File: config.mk
export PLATFORM = sky130hd
export DESIGN_NAME = autoranging_period_tachometer
export DESIGN_NICKNAME = d
export VERILOG_FILES = /design/src/atach_pkg.sv /design/src/autoranging_period_tachometer.sv /design/src/atach_update.sv /design/src/atach_div.sv
export VERILOG_INCLUDE_DIRS = /design/src /design/src/src
export SDC_FILE = /design/constraint.sdc
export NUM_CORES = 1
export LEC_CHECK = 0
export BUFFER_PORTS_ARGS = -buffer_cell sky130_fd_sc_hd__buf_4
export CAP_MARGIN = 20
export CORE_ASPECT_RATIO = 0.6
export CORE_MARGIN = 2
export CORE_UTILIZATION = 40
export DETAILED_ROUTE_END_ITERATION = 7
export GPL_ROUTABILITY_DRIVEN = 0
export HOLD_SLACK_MARGIN = 0.05
export PLACE_DENSITY_LB_ADDON = 0.05
export SLEW_MARGIN = 10
export SYNTH_ARGS = -nofsm -noshare
export SYNTH_HDL_FRONTEND = slang
export SYNTH_SLANG_ARGS = --single-unit
export TNS_END_PERCENT = 5
File: constraint.sdc
create_clock -name clock -period 21.1 [get_ports clock]
set_clock_uncertainty 0.2 [all_clocks]
set_input_delay 1.055 -clock clock [delete_from_list [all_inputs] [get_ports clock]]
set_output_delay 1.055 -clock clock [all_outputs]
set_load 0.02 [all_outputs]
File: src/autoranging_period_tachometer_macros.svh
// Assertion macros for the autoranging period tachometer.
// Included by the top level; depends on nothing else.
`ifndef AUTORANGING_PERIOD_TACHOMETER_MACROS_SVH
`define AUTORANGING_PERIOD_TACHOMETER_MACROS_SVH

// Check that a condition implies another in the same cycle.
`define ATACH_ASSERT_SAME(label, clk, rst, cond, expr) \
   label: assert property (@(posedge clk) disable iff (rst) (cond) |-> (expr)) \
      else $error("atach: same-cycle check failed");

// Check that a condition implies another in the next cycle.
`define ATACH_ASSERT_NEXT(label, clk, rst, cond, expr) \
   label: assert property (@(posedge clk) disable iff (rst) (cond) |=> (expr)) \
      else $error("atach: next-cycle check failed");

`endif

File: src/atach_pkg.sv
// Shared types and constants for the autoranging period tachometer.
// Depends on nothing; used by every module of the block.
`timescale 1ns / 1ps

package atach_pkg;

   // Field widths
   localparam int STAMP_BITS   = 16;
   localparam int LIMIT_BITS   = 8;
   localparam int TARGET_BITS  = 32;
   localparam int WINDOW_BITS  = 8;
   localparam int SUM_BITS     = 32;
   localparam int RPM_BITS     = 16;
   localparam int CSR_IDX_BITS = 2;
   localparam int CSR_DATA_BITS = 32;

   // Timer width default
   localparam int TIMER_BITS_DEFAULT = 16;

   // Speed scaling
   localparam logic [31:0] RPM_NUMERATOR   = 32'd15360000;
   localparam logic [SUM_BITS-1:0] MIN_SUM_FOR_RPM = 32'd50;
   localparam logic [WINDOW_BITS-1:0] WINDOW_CAP   = 8'd128;

   // Divider widths: numerator * 128 stays below 2^31
   localparam int DIVIDEND_BITS = 31;
   localparam int DIVISOR_BITS  = SUM_BITS;
   localparam int DIV_CNT_BITS  = $clog2(DIVIDEND_BITS);

   // Register indexes
   localparam logic [CSR_IDX_BITS-1:0] CSR_OVERFLOW_LIMIT = 2'd0;
   localparam logic [CSR_IDX_BITS-1:0] CSR_PERIOD_TARGET  = 2'd1;
   localparam logic [CSR_IDX_BITS-1:0] CSR_MIN_WINDOW     = 2'd2;
   localparam logic [CSR_IDX_BITS-1:0] CSR_MAX_WINDOW     = 2'd3;

   // Register reset values
   localparam logic [LIMIT_BITS-1:0]  OVERFLOW_LIMIT_RESET = 8'd8;
   localparam logic [TARGET_BITS-1:0] PERIOD_TARGET_RESET  = 32'd51200;
   localparam logic [WINDOW_BITS-1:0] MIN_WINDOW_RESET     = 8'd1;
   localparam logic [WINDOW_BITS-1:0] MAX_WINDOW_RESET     = 8'd64;

   // Request kinds
   localparam logic OP_CAPTURE  = 1'b0;
   localparam logic OP_OVERFLOW = 1'b1;

   typedef struct packed {
      logic [LIMIT_BITS-1:0]  overflow_limit;
      logic [TARGET_BITS-1:0] period_target;
      logic [WINDOW_BITS-1:0] min_window;
      logic [WINDOW_BITS-1:0] max_window;
   } cfg_type;

   typedef struct packed {
      logic busy;
      logic done;
   } div_status_type;

   typedef enum logic [1:0] {
      ST_IDLE,
      ST_START,
      ST_DIVIDE,
      ST_DELIVER
   } state_type;

endpackage

File: src/autoranging_period_tachometer.sv
// Top level of the autoranging period tachometer: registers, sequencer, result stage.
// Depends on atach_pkg, atach_update, atach_div and the assertion macro header.
//
//   channel   direction   handshake              payload
//   req_      in          req_valid/req_ready    operation, timestamp
//   rsp_      out         rsp_valid/rsp_ready    rpm, period_sum, window_count
//   csr_      in          csr_valid/csr_ready    index, wdata
//
// A request is accepted only in the idle state. The window state is updated at the
// acceptance edge itself. After that the sequencer loads the divider, waits in the
// bit-serial divider until it sees the done flag, and then moves the quotient into
// the result register. The next request is taken once the sequencer is idle again.
// Reset is synchronous and active high; it restores the register defaults.
// A pending result does not block the next request; only the final move waits
// for the result register to empty.
`timescale 1ns / 1ps
`include "autoranging_period_tachometer_macros.svh"

module autoranging_period_tachometer #(
   parameter int TIMER_BITS = atach_pkg::TIMER_BITS_DEFAULT
) (
   input  logic                                  clock,
   input  logic                                  reset,
   // request channel
   input  logic                                  req_valid,
   output logic                                  req_ready,
   input  logic                                  req_operation,
   input  logic [atach_pkg::STAMP_BITS-1:0]      req_timestamp,
   // result channel
   output logic                                  rsp_valid,
   input  logic                                  rsp_ready,
   output logic [atach_pkg::RPM_BITS-1:0]        rsp_rpm,
   output logic [atach_pkg::SUM_BITS-1:0]        rsp_period_sum,
   output logic [atach_pkg::WINDOW_BITS-1:0]     rsp_window_count,
   // configuration write channel
   input  logic                                  csr_valid,
   output logic                                  csr_ready,
   input  logic [atach_pkg::CSR_IDX_BITS-1:0]    csr_index,
   input  logic [atach_pkg::CSR_DATA_BITS-1:0]   csr_wdata
);

   localparam int NB  = atach_pkg::DIVIDEND_BITS;
   localparam int RB  = atach_pkg::RPM_BITS;

   // ---------------------------------------------------------------------------
   // Configuration registers: always writable, one write per cycle
   // ---------------------------------------------------------------------------
   atach_pkg::cfg_type cfg_ff, cfg_in;

   assign csr_ready = 1'b1;

   always_comb begin
      cfg_in = cfg_ff;
      if (csr_valid && csr_ready) begin
         case (csr_index)
            atach_pkg::CSR_OVERFLOW_LIMIT:
               cfg_in.overflow_limit = csr_wdata[atach_pkg::LIMIT_BITS-1:0];
            atach_pkg::CSR_PERIOD_TARGET:
               cfg_in.period_target  = csr_wdata[atach_pkg::TARGET_BITS-1:0];
            atach_pkg::CSR_MIN_WINDOW:
               cfg_in.min_window     = csr_wdata[atach_pkg::WINDOW_BITS-1:0];
            atach_pkg::CSR_MAX_WINDOW:
               cfg_in.max_window     = csr_wdata[atach_pkg::WINDOW_BITS-1:0];
            default: cfg_in = cfg_ff;
         endcase
      end
   end

   always_ff @(posedge clock) begin
      if (reset) begin
         cfg_ff.overflow_limit <= atach_pkg::OVERFLOW_LIMIT_RESET;
         cfg_ff.period_target  <= atach_pkg::PERIOD_TARGET_RESET;
         cfg_ff.min_window     <= atach_pkg::MIN_WINDOW_RESET;
         cfg_ff.max_window     <= atach_pkg::MAX_WINDOW_RESET;
      end else begin
         cfg_ff <= cfg_in;
      end
   end

   // ---------------------------------------------------------------------------
   // Sequencer
   // ---------------------------------------------------------------------------
   atach_pkg::state_type       state_ff, state_in;
   atach_pkg::div_status_type  div_status;
   logic                       req_accept;
   logic                       div_start;
   logic                       out_free;
   logic                       out_load;

   assign req_accept = req_valid && req_ready;
   assign out_free   = !rsp_valid || rsp_ready;

   // next state
   always_comb begin
      state_in = state_ff;
      case (state_ff)
         atach_pkg::ST_IDLE:    if (req_valid) state_in = atach_pkg::ST_START;
         atach_pkg::ST_START:   state_in = atach_pkg::ST_DIVIDE;
         atach_pkg::ST_DIVIDE:  if (div_status.done) state_in = atach_pkg::ST_DELIVER;
         atach_pkg::ST_DELIVER: if (out_free) state_in = atach_pkg::ST_IDLE;
         default:               state_in = atach_pkg::ST_IDLE;
      endcase
   end

   // sequencer outputs
   always_comb begin
      req_ready = 1'b0;
      div_start = 1'b0;
      out_load  = 1'b0;
      case (state_ff)
         atach_pkg::ST_IDLE:    req_ready = 1'b1;
         atach_pkg::ST_START:   div_start = 1'b1;
         atach_pkg::ST_DIVIDE:  ;
         atach_pkg::ST_DELIVER: out_load  = out_free;
         default:               ;
      endcase
   end

   always_ff @(posedge clock) begin
      if (reset) begin
         state_ff <= atach_pkg::ST_IDLE;
      end else begin
         state_ff <= state_in;
      end
   end

   // ---------------------------------------------------------------------------
   // Window state: apply the request at its acceptance edge
   // ---------------------------------------------------------------------------
   logic [atach_pkg::SUM_BITS-1:0]    reported_sum;
   logic [atach_pkg::WINDOW_BITS-1:0] reported_window;

   atach_update #(
      .TIMER_BITS(TIMER_BITS)
   ) u_update (
      .clock           (clock),
      .reset           (reset),
      .apply           (req_accept),
      .operation       (req_operation),
      .timestamp       (req_timestamp),
      .cfg             (cfg_ff),
      .reported_sum    (reported_sum),
      .reported_window (reported_window)
   );

   // ---------------------------------------------------------------------------
   // Speed: numerator times window, divided by the summed count
   // ---------------------------------------------------------------------------
   logic [31:0]   product;
   logic [NB-1:0] quotient;
   logic [RB-1:0] rpm_value;

   // numerator * 128 stays below 2^31, so the top bit always drops
   assign product = atach_pkg::RPM_NUMERATOR * 32'(reported_window);

   atach_div u_div (
      .clock    (clock),
      .reset    (reset),
      .start    (div_start),
      .dividend (product[NB-1:0]),
      .divisor  (reported_sum),
      .status   (div_status),
      .quotient (quotient)
   );

   // zero for a tiny sum, saturate a large quotient
   always_comb begin
      if (reported_sum <= atach_pkg::MIN_SUM_FOR_RPM) begin
         rpm_value = '0;
      end else if (|quotient[NB-1:RB]) begin
         rpm_value = {RB{1'b1}};
      end else begin
         rpm_value = quotient[RB-1:0];
      end
   end

   // ---------------------------------------------------------------------------
   // Result register: hold until taken
   // ---------------------------------------------------------------------------
   logic                              rsp_valid_ff, rsp_valid_in;
   logic [RB-1:0]                     rsp_rpm_ff;
   logic [atach_pkg::SUM_BITS-1:0]    rsp_sum_ff;
   logic [atach_pkg::WINDOW_BITS-1:0] rsp_window_ff;

   always_comb begin
      rsp_valid_in = rsp_valid_ff;
      if (out_load) begin
         rsp_valid_in = 1'b1;
      end else if (rsp_ready) begin
         rsp_valid_in = 1'b0;
      end
   end

   always_ff @(posedge clock) begin
      if (reset) begin
         rsp_valid_ff <= 1'b0;
      end else begin
         rsp_valid_ff <= rsp_valid_in;
      end
   end

   always_ff @(posedge clock) begin
      if (out_load) begin
         rsp_rpm_ff    <= rpm_value;
         rsp_sum_ff    <= reported_sum;
         rsp_window_ff <= reported_window;
      end
   end

   assign rsp_valid        = rsp_valid_ff;
   assign rsp_rpm          = rsp_rpm_ff;
   assign rsp_period_sum   = rsp_sum_ff;
   assign rsp_window_count = rsp_window_ff;

   // ---------------------------------------------------------------------------
   // Assertions
   // ---------------------------------------------------------------------------
   `ATACH_ASSERT_NEXT(a_busy_after_req, clock, reset, req_accept, !req_ready)
   `ATACH_ASSERT_SAME(a_done_in_divide, clock, reset, div_status.done,
                      state_ff == atach_pkg::ST_DIVIDE)
   `ATACH_ASSERT_SAME(a_rpm_needs_sum, clock, reset, rsp_valid && rsp_rpm != '0,
                      rsp_period_sum > atach_pkg::MIN_SUM_FOR_RPM)
   `ATACH_ASSERT_SAME(a_window_in_range, clock, reset, rsp_valid,
                      rsp_window_count <= atach_pkg::WINDOW_CAP)

endmodule

File: src/atach_update.sv
// Measurement and window state of the tachometer: applies one request per pulse.
// Depends on atach_pkg.
`timescale 1ns / 1ps

module atach_update #(
   parameter int TIMER_BITS = atach_pkg::TIMER_BITS_DEFAULT
) (
   input  logic                                   clock,
   input  logic                                   reset,
   input  logic                                   apply,
   input  logic                                   operation,
   input  logic [atach_pkg::STAMP_BITS-1:0]       timestamp,
   input  atach_pkg::cfg_type                     cfg,
   output logic [atach_pkg::SUM_BITS-1:0]         reported_sum,
   output logic [atach_pkg::WINDOW_BITS-1:0]      reported_window
);

   localparam int COUNT_BITS = TIMER_BITS + atach_pkg::LIMIT_BITS;
   localparam int SUM_BITS   = atach_pkg::SUM_BITS;
   localparam int WIN_BITS   = atach_pkg::WINDOW_BITS;
   localparam int LIM_BITS   = atach_pkg::LIMIT_BITS;

   logic [LIM_BITS-1:0]   overflow_count_ff, overflow_count_in;
   logic [TIMER_BITS-1:0] last_stamp_ff, last_stamp_in;
   logic [WIN_BITS-1:0]   event_index_ff, event_index_in;
   logic [WIN_BITS-1:0]   window_size_ff, window_size_in;
   logic [SUM_BITS-1:0]   running_sum_ff, running_sum_in;
   logic [SUM_BITS-1:0]   reported_sum_ff, reported_sum_in;
   logic [WIN_BITS-1:0]   reported_window_ff, reported_window_in;

   logic [31:0]           stamp_wide;
   logic [TIMER_BITS-1:0] stamp;
   logic [TIMER_BITS-1:0] diff;
   logic                  stalled;
   logic                  stamp_ge;
   logic [LIM_BITS-1:0]   spans;
   logic [COUNT_BITS-1:0] count;
   logic [SUM_BITS:0]     total;
   logic [SUM_BITS-1:0]   new_sum;
   logic [WIN_BITS-1:0]   index_inc;
   logic                  window_end;

   assign stamp_wide = 32'(timestamp);
   assign stamp      = stamp_wide[TIMER_BITS-1:0];
   assign diff       = stamp - last_stamp_ff;
   assign stalled    = overflow_count_ff >= cfg.overflow_limit;
   assign stamp_ge   = stamp >= last_stamp_ff;

   // Extra whole timer spans sit above the wrapped difference
   assign spans = (overflow_count_ff == '0) ? '0
                : overflow_count_ff - LIM_BITS'(1) + LIM_BITS'(stamp_ge);
   assign count = {spans, diff};

   assign total   = {1'b0, running_sum_ff} + (SUM_BITS + 1)'(count);
   assign new_sum = total[SUM_BITS] ? {SUM_BITS{1'b1}} : total[SUM_BITS-1:0];

   assign index_inc  = event_index_ff + WIN_BITS'(1);
   assign window_end = index_inc >= window_size_ff;

   always_comb begin
      overflow_count_in  = overflow_count_ff;
      last_stamp_in      = last_stamp_ff;
      event_index_in     = event_index_ff;
      window_size_in     = window_size_ff;
      running_sum_in     = running_sum_ff;
      reported_sum_in    = reported_sum_ff;
      reported_window_in = reported_window_ff;
      if (apply) begin
         if (operation == atach_pkg::OP_OVERFLOW) begin
            if (stalled) begin
               reported_window_in = '0;
               event_index_in     = '0;
            end else begin
               overflow_count_in = overflow_count_ff + LIM_BITS'(1);
            end
         end else if (stalled) begin
            // restart after a stall: clear the partial window and take the new stamp
            overflow_count_in = '0;
            running_sum_in    = '0;
            event_index_in    = '0;
            last_stamp_in     = stamp;
         end else begin
            overflow_count_in = '0;
            last_stamp_in     = stamp;
            if (window_end) begin
               reported_sum_in    = new_sum;
               reported_window_in = window_size_ff;
               event_index_in     = '0;
               running_sum_in     = '0;
               if (new_sum > cfg.period_target && window_size_ff > cfg.min_window) begin
                  if (window_size_ff > WIN_BITS'(1)) begin
                     window_size_in = window_size_ff >> 1;
                  end
               end else if (new_sum < (cfg.period_target >> 1)
                            && window_size_ff < cfg.max_window) begin
                  if (window_size_ff < atach_pkg::WINDOW_CAP) begin
                     window_size_in = window_size_ff << 1;
                  end
               end
            end else begin
               event_index_in = index_inc;
               running_sum_in = new_sum;
            end
         end
      end
   end

   always_ff @(posedge clock) begin
      if (reset) begin
         overflow_count_ff  <= '0;
         last_stamp_ff      <= '0;
         event_index_ff     <= '0;
         window_size_ff     <= WIN_BITS'(1);
         running_sum_ff     <= '0;
         reported_sum_ff    <= '0;
         reported_window_ff <= '0;
      end else begin
         overflow_count_ff  <= overflow_count_in;
         last_stamp_ff      <= last_stamp_in;
         event_index_ff     <= event_index_in;
         window_size_ff     <= window_size_in;
         running_sum_ff     <= running_sum_in;
         reported_sum_ff    <= reported_sum_in;
         reported_window_ff <= reported_window_in;
      end
   end

   assign reported_sum    = reported_sum_ff;
   assign reported_window = reported_window_ff;

endmodule

File: src/atach_div.sv
// Restoring divider, one quotient bit per cycle.
// Depends on atach_pkg.
`timescale 1ns / 1ps

module atach_div (
   input  logic                                  clock,
   input  logic                                  reset,
   input  logic                                  start,
   input  logic [atach_pkg::DIVIDEND_BITS-1:0]   dividend,
   input  logic [atach_pkg::DIVISOR_BITS-1:0]    divisor,
   output atach_pkg::div_status_type             status,
   output logic [atach_pkg::DIVIDEND_BITS-1:0]   quotient
);

   localparam int NB = atach_pkg::DIVIDEND_BITS;
   localparam int DB = atach_pkg::DIVISOR_BITS;
   localparam int CB = atach_pkg::DIV_CNT_BITS;
   localparam logic [CB-1:0] LAST_STEP = CB'(NB - 1);

   logic [DB-1:0] rem_ff, rem_in;
   logic [NB-1:0] quo_ff, quo_in;
   logic [DB-1:0] div_ff, div_in;
   logic [CB-1:0] cnt_ff, cnt_in;
   logic          busy_ff, busy_in;
   logic          done_ff, done_in;

   logic [DB:0]   trial;
   logic [DB:0]   diff;
   logic          fits;

   assign trial = {rem_ff, quo_ff[NB-1]};
   assign diff  = trial - {1'b0, div_ff};
   assign fits  = trial >= {1'b0, div_ff};

   always_comb begin
      rem_in  = rem_ff;
      quo_in  = quo_ff;
      div_in  = div_ff;
      cnt_in  = cnt_ff;
      busy_in = busy_ff;
      done_in = 1'b0;
      if (start) begin
         rem_in  = '0;
         quo_in  = dividend;
         div_in  = divisor;
         cnt_in  = '0;
         busy_in = 1'b1;
      end else if (busy_ff) begin
         rem_in = fits ? diff[DB-1:0] : trial[DB-1:0];
         quo_in = {quo_ff[NB-2:0], fits};
         cnt_in = cnt_ff + CB'(1);
         if (cnt_ff == LAST_STEP) begin
            busy_in = 1'b0;
            done_in = 1'b1;
         end
      end
   end

   always_ff @(posedge clock) begin
      if (reset) begin
         cnt_ff  <= '0;
         busy_ff <= 1'b0;
         done_ff <= 1'b0;
      end else begin
         cnt_ff  <= cnt_in;
         busy_ff <= busy_in;
         done_ff <= done_in;
      end
   end

   always_ff @(posedge clock) begin
      rem_ff <= rem_in;
      quo_ff <= quo_in;
      div_ff <= div_in;
   end

   assign status.busy = busy_ff;
   assign status.done = done_ff;
   assign quotient    = quo_ff;

endmodule
==> flow_metrics.env, run 1 <==
export IMPL_synthArstFlopShare=0
export IMPL_cp_start_kind="input port"
export IMPL_clock_root_buffer="clkbuf_16"
export IMPL_post_cts_setup_buffers=0
export IMPL_cts_resized=0
export IMPL_via_per_inst=5.40
export IMPL_fp_dieW_um=291
export IMPL_grt_start_max_net_pins=70
export IMPL_critPathKind="in -> reg"
export IMPL_crit_fanout=20
export IMPL_fmax_mhz=101
export IMPL_dp_cells=2957
export IMPL_endpoint="u_update.window_size_ff[2]"
export IMPL_synth_edf_count=106
export IMPL_syn2layout_area_growth_pct=13.9
export IMPL_io_buffer_count=113
export IMPL_drv_cap=0
export IMPL_drt_total_wl_um=57200
export IMPL_drive_above_1_share=0.0991
export IMPL_power_density_mw_per_mm2=114
export IMPL_dpl_hpwl_um=43700
export IMPL_grt_pass1_wl_um=88800
export IMPL_hold_viol_final=0
export IMPL_maxSlewHeadroom=0.336
export IMPL_fp_dieArea_mm2=0.0514
export IMPL_rsz0062_at_grt="false"
export IMPL_r2r_start="u_update.last_stamp_ff[0]"
export IMPL_min_path_type="reg -> reg"
export IMPL_antenna_found_initial=1
export IMPL_cts_hold_buf=0
export IMPL_wire_per_inst_um=18.9
export IMPL_peakVddDrop_mv=0.0686
export IMPL_nNetsFinal=2653
export IMPL_dr_pass1_iters=5
export IMPL_yosysSeqAreaShare=0.386
export IMPL_syn_avg_cell_area_um2=8.78
export IMPL_start_util=0.403
export IMPL_cts_max_level=2
export IMPL_final_instance_count_excl_fill=3022
export IMPL_grt_overflow=0
export IMPL_period_share=0.467
export IMPL_clk_pin_slew_ps=60
export IMPL_ys_types=79
export IMPL_antenna_left=0
export IMPL_syn_num_nets=2564
export IMPL_min_period_ps=9860
export IMPL_crit_start="req_timestamp[0]"
export IMPL_crit_slowest_cell="nand3_1"
export IMPL_worst_slew_pin_transition_ps=989
export IMPL_tritoncts="done"
export IMPL_status="completed"
export IMPL_crit_path_end_kind="flip-flop"
export IMPL_setup_viol=0
export IMPL_synthCells=2257
export IMPL_whs_ps=252
export IMPL_regToRegEndpoint="u_update.window_size_ff[2]"
export IMPL_grt_use_total=0.221
export IMPL_clock_sinks=329
export IMPL_syn_area_mm2=0.0198
export IMPL_antennaDiodeCount=0
export IMPL_yosysWarningCount=0
export IMPL_dieHeight_um=176
export IMPL_reg2reg_slack_ps=11580
export IMPL_critPathMaxStageDelay_ps=710
export IMPL_r2r_cells=36
export IMPL_cts_inserted_buffers=37
export IMPL_clk_path_buf_depth=3
export IMPL_cp_arrival_ps=10060
export IMPL_drc=0
export IMPL_first_iter_violations=1195
export IMPL_ios=115
export IMPL_p_leak_nw=9.67
export IMPL_ys_ff_latch=329
export IMPL_coreArea_mm2=0.0491
export IMPL_grt_pass1_vias=15400
export IMPL_required_ps=21300
export IMPL_clock_latency_ps=540
export IMPL_drv_slew=0
export IMPL_synth_flop_cell="dfxtp_1"
export IMPL_num_vias=16300
export IMPL_final_setup_tns_ps=0
export IMPL_cpMostUsedCell="a21oi_1"
export IMPL_placementRows=63
## worst max-delay path, delay by kind of cell
kind | cells | cell delay, ps
fa+ha+maj | 5 | 1280
simple gates | 9 | 2440
buf+inv | 5 | 730
compound gates | 19 | 4550
## synth_stat cells (all sizes together) (43+ instances only)
cell | number | area (um^2)
xor2 | 49 | 429
nand3 | 43 | 215
inv | 197 | 739
a21oi | 203 | 1020
edfxtp | 106 | 3180
nor3 | 61 | 305
a21o | 43 | 323
ha | 226 | 2830
o21ai | 82 | 410
clkbuf | 71 | 267
nand2 | 250 | 938
xnor2 | 44 | 385
dfxtp | 223 | 4460
nor2 | 261 | 980
## metrics by stage
stage	util	total power (W)	setup slack [ps]	cell area, um^2
after floorplan	-	0.00160	12590	19800
after global placement	0.434	0.00188	11090	21300
after detailed placement	0.434	0.00190	10930	21300
after CTS	0.459	0.00257	11420	22600
after global routing	0.459	0.00274	10600	22600
final	0.459	0.00256	11240	22600
## per-layer routing
layer	up-vias	global-route usage	part of all wire	routed length [um]
li1	8098	-	-	-
met1	7732	0.350	0.54	30800
met2	411	0.301	0.38	21600
met3	65	0.0493	0.069	3940
met4	0	0.0425	0.015	875
met5	-	0	0	0
## report_power, final
part | switching [W] | internal, W | leakage, nW
sequential | 0.0000817 | 0.000788 | 2.81
combinational | 0.000643 | 0.000383 | 6.25
clock | 0.000277 | 0.000388 | 0.608
total | 0.00100 | 0.00156 | 9.67
## state kept, by name (all words and copies together) (netlist names)
| signal | cells |
|---|---|
| u_div.quotient | 31 |
| u_div.busy_ff | 1 |
| u_update.reported_window | 8 |
| u_div.rem_ff | 32 |
| rsp_valid | 1 |
| state_ff | 2 |
| u_update.last_stamp_ff | 16 |
| u_update.overflow_count_ff | 8 |
| rsp_rpm | 16 |
| u_div.cnt_ff | 5 |
| u_update.event_index_ff | 8 |
| cfg_ff | 56 |
| u_update.window_size_ff | 8 |
| rsp_window_count | 8 |
| u_div.done_ff | 1 |
| u_update.reported_sum | 32 |
| rsp_period_sum | 32 |
| u_update.running_sum_ff | 32 |
| u_div.div_ff | 32 |
## worst min-delay path by stage
stage / from / to / slack [ps] / depth (start not counted)
2_1_floorplan: u_update.running_sum_ff[27] / u_update.running_sum_ff[27] / 230 / 2
3_3_place_gp: u_update.running_sum_ff[27] / u_update.running_sum_ff[27] / 240 / 2
3_5_place_dp: u_update.last_stamp_ff[11] / u_update.last_stamp_ff[11] / 250 / 2
4_1_cts: u_update.last_stamp_ff[11] / u_update.last_stamp_ff[11] / 260 / 2
5_1_grt: cfg_ff[11] / cfg_ff[11] / 280 / 2
6_report: u_update.last_stamp_ff[11] / u_update.last_stamp_ff[11] / 250 / 2
## final cells by class
| class | count | area (um^2) |
|---|---|---|
| inverter | 197 | 739 |
| clock buffer | 51 | 1090 |
| tap | 650 | 813 |
| clock inverter | 14 | 136 |
| multi-input combinational | 1646 | 11100 |
| timing repair buffer | 135 | 1010 |
| fill | 4840 | 26500 |
| sequential | 329 | 7650 |
## logic make-up (layout without fill, tap and decap cells)
group / after synthesis / after routing / share of synthesized area
DFF: 329 / 329 / 0.386
AOI/OAI and AO/OA: 527 / 527 / 0.170
adders and majority gates: 251 / 251 / 0.168
buffers and inverters: 282 / 397 / 0.0543
other: 1 / 1 / 0.000189
muxes: 19 / 19 / 0.00967
xor gates and xnor gates: 93 / 93 / 0.0411
and+or+nand+nor: 755 / 755 / 0.170
## cell usage in the layout, fill, tap and decap left out, types with 7 or more instances in the layout
cell       count
mux2i_1       18
nor2_1       260
clkbuf_16     39
buf_4        135
nand2_1      250
o211a_1        9
and3_1         7
xnor2_1       44
dfxtp_1      222
or2_2         19
a21o_1        43
fa_1          25
a21oi_1      202
inv_1        197
nor3_1        61
nand3_1       42
o21a_1        15
o31ai_1       10
a22o_1         8
nand2b_1      14
o21ai_0       79
nor2b_1       17
a22oi_1       33
nor4_1        17
a211o_1       12
xor2_1        49
a31oi_1       15
nand4_1       30
edfxtp_1     106
a211oi_1      27
ha_1         225
o211ai_1      11
clkbuf_8       7
Power figures use the tool's default switching activity.
==> run 2, diff against run 1 <==
--- a/config.mk
+++ b/config.mk
@@ -6,6 +6,7 @@
 export SDC_FILE = /design/constraint.sdc
 export NUM_CORES = 1
 export LEC_CHECK = 0
+export ABC_AREA = 1
 export BUFFER_PORTS_ARGS = -buffer_cell sky130_fd_sc_hd__buf_4
 export CAP_MARGIN = 20
 export CORE_ASPECT_RATIO = 0.6
==> constraint.sdc (replaced) <==
create_clock -name clock -period 9.45 [get_ports clock]
set_clock_uncertainty 0.2 [all_clocks]
set_input_delay 0.4725 -clock clock [delete_from_list [all_inputs] [get_ports clock]]
set_output_delay 0.4725 -clock clock [all_outputs]
set_load 0.02 [all_outputs]
==> flow_metrics.env, run 2 <==
export IMPL_post_route_util=0.470
export IMPL_crit_path_end_kind="flip-flop"
export IMPL_syn_area_mm2=0.0199
export IMPL_grt_pass1_vias=16300
export IMPL_first_iter_violations=1148
export IMPL_period_share=0.894
export IMPL_largest_reg_flops=56
export IMPL_synth_flop_cell="dfxtp_1"
export IMPL_placementRows=63
export IMPL_clock_root_buffer="clkbuf_16"
export IMPL_grt_pass1_wl_um=92600
export IMPL_antenna_left=0
export IMPL_min_path_type="in -> reg"
export IMPL_fp_dieArea_mm2=0.0517
export IMPL_cp_start_kind="input port"
export IMPL_grt_overflow=0
export IMPL_yosys_top_cells_count="438 x nand2_1, 364 x inv_1, 306 x a21oi_1"
export IMPL_largest_register="cfg_ff"
export IMPL_maxSlewHeadroom=0.345
export IMPL_ys_ff_latch=329
export IMPL_peakVddDrop_mv=0.144
export IMPL_required_ps=9720
export IMPL_final_setup_tns_ps=0
export IMPL_antennaDiodeCount=0
export IMPL_clk_path_buf_depth=3
export IMPL_fmax_mhz=118
export IMPL_r2r_cells=45
export IMPL_hold_depth=3
export IMPL_clock_latency_ps=540
export IMPL_clock_sinks=329
export IMPL_crit_fanout=21
export IMPL_antenna_found_initial=0
export IMPL_fp_dieW_um=292
export IMPL_syn_avg_cell_area_um2=7.95
export IMPL_worst_slew_pin_transition_ps=977
export IMPL_synthCells=2507
export IMPL_post_cts_setup_buffers=0
export IMPL_syn2layout_area_growth_pct=16.1
export IMPL_min_period_ps=8450
export IMPL_status="completed"
export IMPL_placed_area_mm2=0.0214
export IMPL_clk_pin_slew_ps=60
export IMPL_fin_area_mm2=0.0231
export IMPL_critPathMaxStageDelay_ps=550
export IMPL_io_buffer_count=113
export IMPL_cts_max_level=2
export IMPL_wire_per_inst_um=17.8
export IMPL_grt_use_total=0.230
export IMPL_cpMostUsedCell="nand2_1"
export IMPL_p_leak_nw=10.5
export IMPL_ios=115
export IMPL_yosysTopAreaCell="dfxtp_1"
export IMPL_synth_area_leaders="dfxtp_1 22%, edfxtp_1 16%, ha_1 14%"
export IMPL_syn_num_nets=2814
export IMPL_hold_viol_final=0
export IMPL_dr_pass1_iters=5
export IMPL_nNetsFinal=2955
export IMPL_coreArea_mm2=0.0493
export IMPL_drv_slew=0
export IMPL_rsz0062_at_grt="false"
export IMPL_drive_above_1_share=0.0885
export IMPL_yosysMostFrequentCell="nand2_1"
export IMPL_dpl_hpwl_um=45600
export IMPL_yosysSeqAreaShare=0.384
export IMPL_yosys_area_top_type_share=0.224
export IMPL_synth_edf_count=106
export IMPL_layout_common_cells="438 x nand2_1, 364 x inv_1, 305 x a21oi_1"
export IMPL_dieHeight_um=177
export IMPL_drt_total_wl_um=59200
export IMPL_start_util=0.404
export IMPL_via_per_inst=5.15
export IMPL_cts_inserted_buffers=37
export IMPL_cp_arrival_ps=8720
export IMPL_power_density_mw_per_mm2=298
export IMPL_grt_start_max_net_pins=92
export IMPL_mostFrequentLayoutCell="nand2_1"
export IMPL_critPathKind="in -> reg"
export IMPL_drc=0
export IMPL_synthArstFlopShare=0
export IMPL_tritoncts="done"
export IMPL_num_vias=17100
export IMPL_drv_cap=0
export IMPL_crit_slowest_cell="or4_1"
export IMPL_setup_viol=0
export IMPL_yosysWarningCount=0
export IMPL_ys_types=59
run 2: power by group:
group          leakage, nW  internal, W  switching, W
clock                0.624     0.000897      0.000615
combinational         7.02      0.00112       0.00213
sequential            2.81      0.00186      0.000273
total                 10.5      0.00387       0.00301
run 2: routing by layer:
layer | share of wire | global-route usage | wire [um] | vias up
met5 | 0 | 0 | 0 | -
met4 | 0.021 | 0.0537 | 1230 | 0
met3 | 0.068 | 0.0466 | 4020 | 61
met2 | 0.38 | 0.317 | 22200 | 436
met1 | 0.54 | 0.361 | 31700 | 7940
li1 | - | - | - | 8688
run 2: what timing repair did:
action | in CTS | in global routing
hold buffers | 42 | 0
hold endpoints to repair | 47 | 0
resized for setup | 0 | 0
run 2: per-stage QoR:
| stage | setup WS (ps) | hold slack [ps] | std cells | total power [W] |
|---|---|---|---|---|
| global placement | 1290 | 244 | 3217 | 0.00530 |
| CTS | 1060 | 51.9 | 3327 | 0.00690 |
| global route | 26.3 | 71.8 | 3327 | 0.00745 |
| finish | 999 | 72.5 | 3327 | 0.00689 |
| floorplan | 2610 | 221 | 2507 | 0.00433 |
| detailed placement | 1050 | 251 | 3217 | 0.00535 |
run 2: critical path: cells and delay by family:
family / cells / cell delay, ps
AO/OA/AOI/OAI: 9 / 1380
AND/OR/NAND/NOR: 26 / 3810
XOR/XNOR: 1 / 190
adder cells (fa/ha/maj): 5 / 1520
buffers and inverters: 7 / 1350
run 2: cell type report:
cell class,count,area (um^2)
Sequential cell,329,7650
Multi-Input combinational cell,1735,10600
Clock inverter,18,186
Clock buffer,50,1090
Fill cell,4816,26100
Tap cell,650,813
Timing Repair Buffer,171,1390
Inverter,374,1400
run 2: cell families after synthesis:
kind of cell / synth area share
XOR/XNOR: 0.0259
other: 0.000188
AND/OR/NAND/NOR: 0.168
buffers and inverters: 0.0847
AO/OA/AOI/OAI: 0.171
adder cells (fa/ha/maj): 0.167
flip-flops: 0.384
run 2: final timing paths:
check,from,to,slack (ps)
hold reg to reg,u_update.last_stamp_ff[9],u_update.last_stamp_ff[9],260
hold / removal,csr_wdata[17],cfg_ff[33],70
setup / recovery,req_timestamp[0],u_update.window_size_ff[5],1000
setup reg to reg,u_update.last_stamp_ff[0],u_update.window_size_ff[5],1320
==> run 3, diff against run 2 <==
--- a/config.mk
+++ b/config.mk
@@ -12,6 +12,7 @@
 export CORE_ASPECT_RATIO = 0.6
 export CORE_MARGIN = 2
 export CORE_UTILIZATION = 40
+export CTS_BUF_LIST = sky130_fd_sc_hd__clkbuf_4 sky130_fd_sc_hd__clkbuf_8
 export DETAILED_ROUTE_END_ITERATION = 7
 export GPL_ROUTABILITY_DRIVEN = 0
 export HOLD_SLACK_MARGIN = 0.05
==> flow_metrics.env, run 3 (synthesized netlist as in run 2, its figures left out) <==
export IMPL_min_path_type="in -> reg"
export IMPL_r2r_cells=44
export IMPL_maxSlewHeadroom=0.367
export IMPL_rsz0062_at_grt="false"
export IMPL_required_ps=9760
export IMPL_power_density_mw_per_mm2=291
export IMPL_crit_slowest_cell="or4_1"
export IMPL_antenna_left=0
export IMPL_period_share=0.895
export IMPL_ios=115
export IMPL_largest_reg_flops=56
export IMPL_crit_path_end_kind="flip-flop"
export IMPL_wire_per_inst_um=17.7
export IMPL_dieHeight_um=177
export IMPL_endpoint="u_update.window_size_ff[5]"
export IMPL_drv_cap=0
export IMPL_p_leak_nw=10.5
export IMPL_min_period_ps=8460
export IMPL_peakVddDrop_mv=0.148
export IMPL_grt_use_total=0.233
export IMPL_regToRegEndpoint="u_update.window_size_ff[5]"
export IMPL_cpMostUsedCell="nand2_1"
export IMPL_pre_cts_ws_ps=1050
export IMPL_dr_pass1_iters=5
export IMPL_drc=0
export IMPL_antennaDiodeCount=0
export IMPL_nNetsFinal=2989
export IMPL_setup_viol=0
export IMPL_grt_pass1_vias=16600
export IMPL_drv_slew=0
export IMPL_cp_arrival_ps=8760
export IMPL_clock_latency_ps=640
export IMPL_cts_max_level=2
export IMPL_dpl_hpwl_um=45600
export IMPL_grt_overflow=0
export IMPL_syn2layout_area_growth_pct=16.6
export IMPL_drive_above_1_share=0.0990
export IMPL_placementRows=63
export IMPL_clock_root_buffer="clkbuf_8"
export IMPL_post_route_util=0.472
export IMPL_r2r_start="u_update.last_stamp_ff[0]"
export IMPL_drt_total_wl_um=59900
export IMPL_worst_slack_ps=995
export IMPL_crit_fanout=21
export IMPL_via_per_inst=5.14
export IMPL_mostFrequentLayoutCell="nand2_1"
export IMPL_worst_slew_pin_transition_ps=944
export IMPL_grt_start_max_net_pins=92
export IMPL_hold_viol_final=0
export IMPL_start_util=0.404
export IMPL_cts_inserted_buffers=54
export IMPL_tritoncts="done"
export IMPL_coreArea_mm2=0.0493
export IMPL_clk_path_buf_depth=3
export IMPL_fmax_mhz=118
export IMPL_hold_path_startpoint="req_valid"
export IMPL_reg2reg_slack_ps=1230
export IMPL_final_setup_tns_ps=0
export IMPL_fp_dieW_um=292
export IMPL_grt_pass1_wl_um=93500
export IMPL_cp_start_kind="input port"
export IMPL_layout_common_cells="438 x nand2_1, 364 x inv_1, 305 x a21oi_1"
export IMPL_largest_register="cfg_ff"
export IMPL_clock_sinks=329
export IMPL_fp_dieArea_mm2=0.0517
export IMPL_crit_start="req_timestamp[0]"
export IMPL_status="completed"
export IMPL_critPathKind="in -> reg"
export IMPL_antenna_found_initial=0
export IMPL_io_buffer_count=113
export IMPL_first_iter_violations=1195
export IMPL_num_vias=17400
export IMPL_critPathMaxStageDelay_ps=550
export IMPL_clk_pin_slew_ps=60
run 3: changes by cell type in the layout (fill, tap and decap cells not counted), sizes merged:
| cell | delta |
|---|---|
| clkbuf | +31 |
| clkinvlp | -2 |
| dlygate4sd3 | +17 |
| clkinv | +5 |
run 3: worst min path at each step:
stage / endpoint / depth (start not counted)
floorplan: u_div.cnt_ff[4] / 1
global placement: u_update.last_stamp_ff[8] / 2
detailed placement: u_update.last_stamp_ff[6] / 2
CTS: state_ff[1] / 6
global route: state_ff[1] / 6
finish: state_ff[1] / 6
run 3: layout make-up:
class | count | area [um^2]
Clock inverter | 21 | 193
Multi-Input combinational cell | 1735 | 10600
Tap cell | 650 | 813
Timing Repair Buffer | 188 | 1560
Clock buffer | 81 | 1010
Sequential cell | 329 | 7650
Fill cell | 4842 | 26000
Inverter | 374 | 1400
run 3: stage by stage:
stage	hold slack (ps)	cells	total power, W	instance area [um^2]
after global placement	244	3217	0.00530	21400
final	133	3378	0.00677	23200
after floorplan	221	2507	0.00433	19900
after CTS	73.6	3378	0.00678	23200
after detailed placement	251	3217	0.00535	21400
after global routing	152	3378	0.00734	23200
run 3: layer usage:
layer | vias to the layer above | routed length [um] | global-route usage
li1 | 8754 | - | -
met1 | 8076 | 31300 | 0.356
met2 | 463 | 22700 | 0.323
met3 | 78 | 4760 | 0.0578
met4 | 0 | 1160 | 0.0530
met5 | - | 0 | 0
run 3: power by group:
group	internal [W]	switching, W	total [W]
registers	0.00186	0.000274	0.00213
clock network	0.000770	0.000615	0.00138
logic	0.00112	0.00213	0.00325
total	0.00375	0.00302	0.00677
run 3: critical path, delay by kind of cell:
family / cells / cell delay [ps]
compound gates: 9 / 1410
xor+xnor: 1 / 200
fa+ha+maj: 5 / 1510
buf+inv: 7 / 1350
simple gates: 25 / 3790
run 3: timing repair:
item | in CTS | in global routing
gates resized for setup | 0 | 0
hold buffers | 59 | 0
setup buffers | 0 | 0
endpoints found under the hold margin | 73 | 0
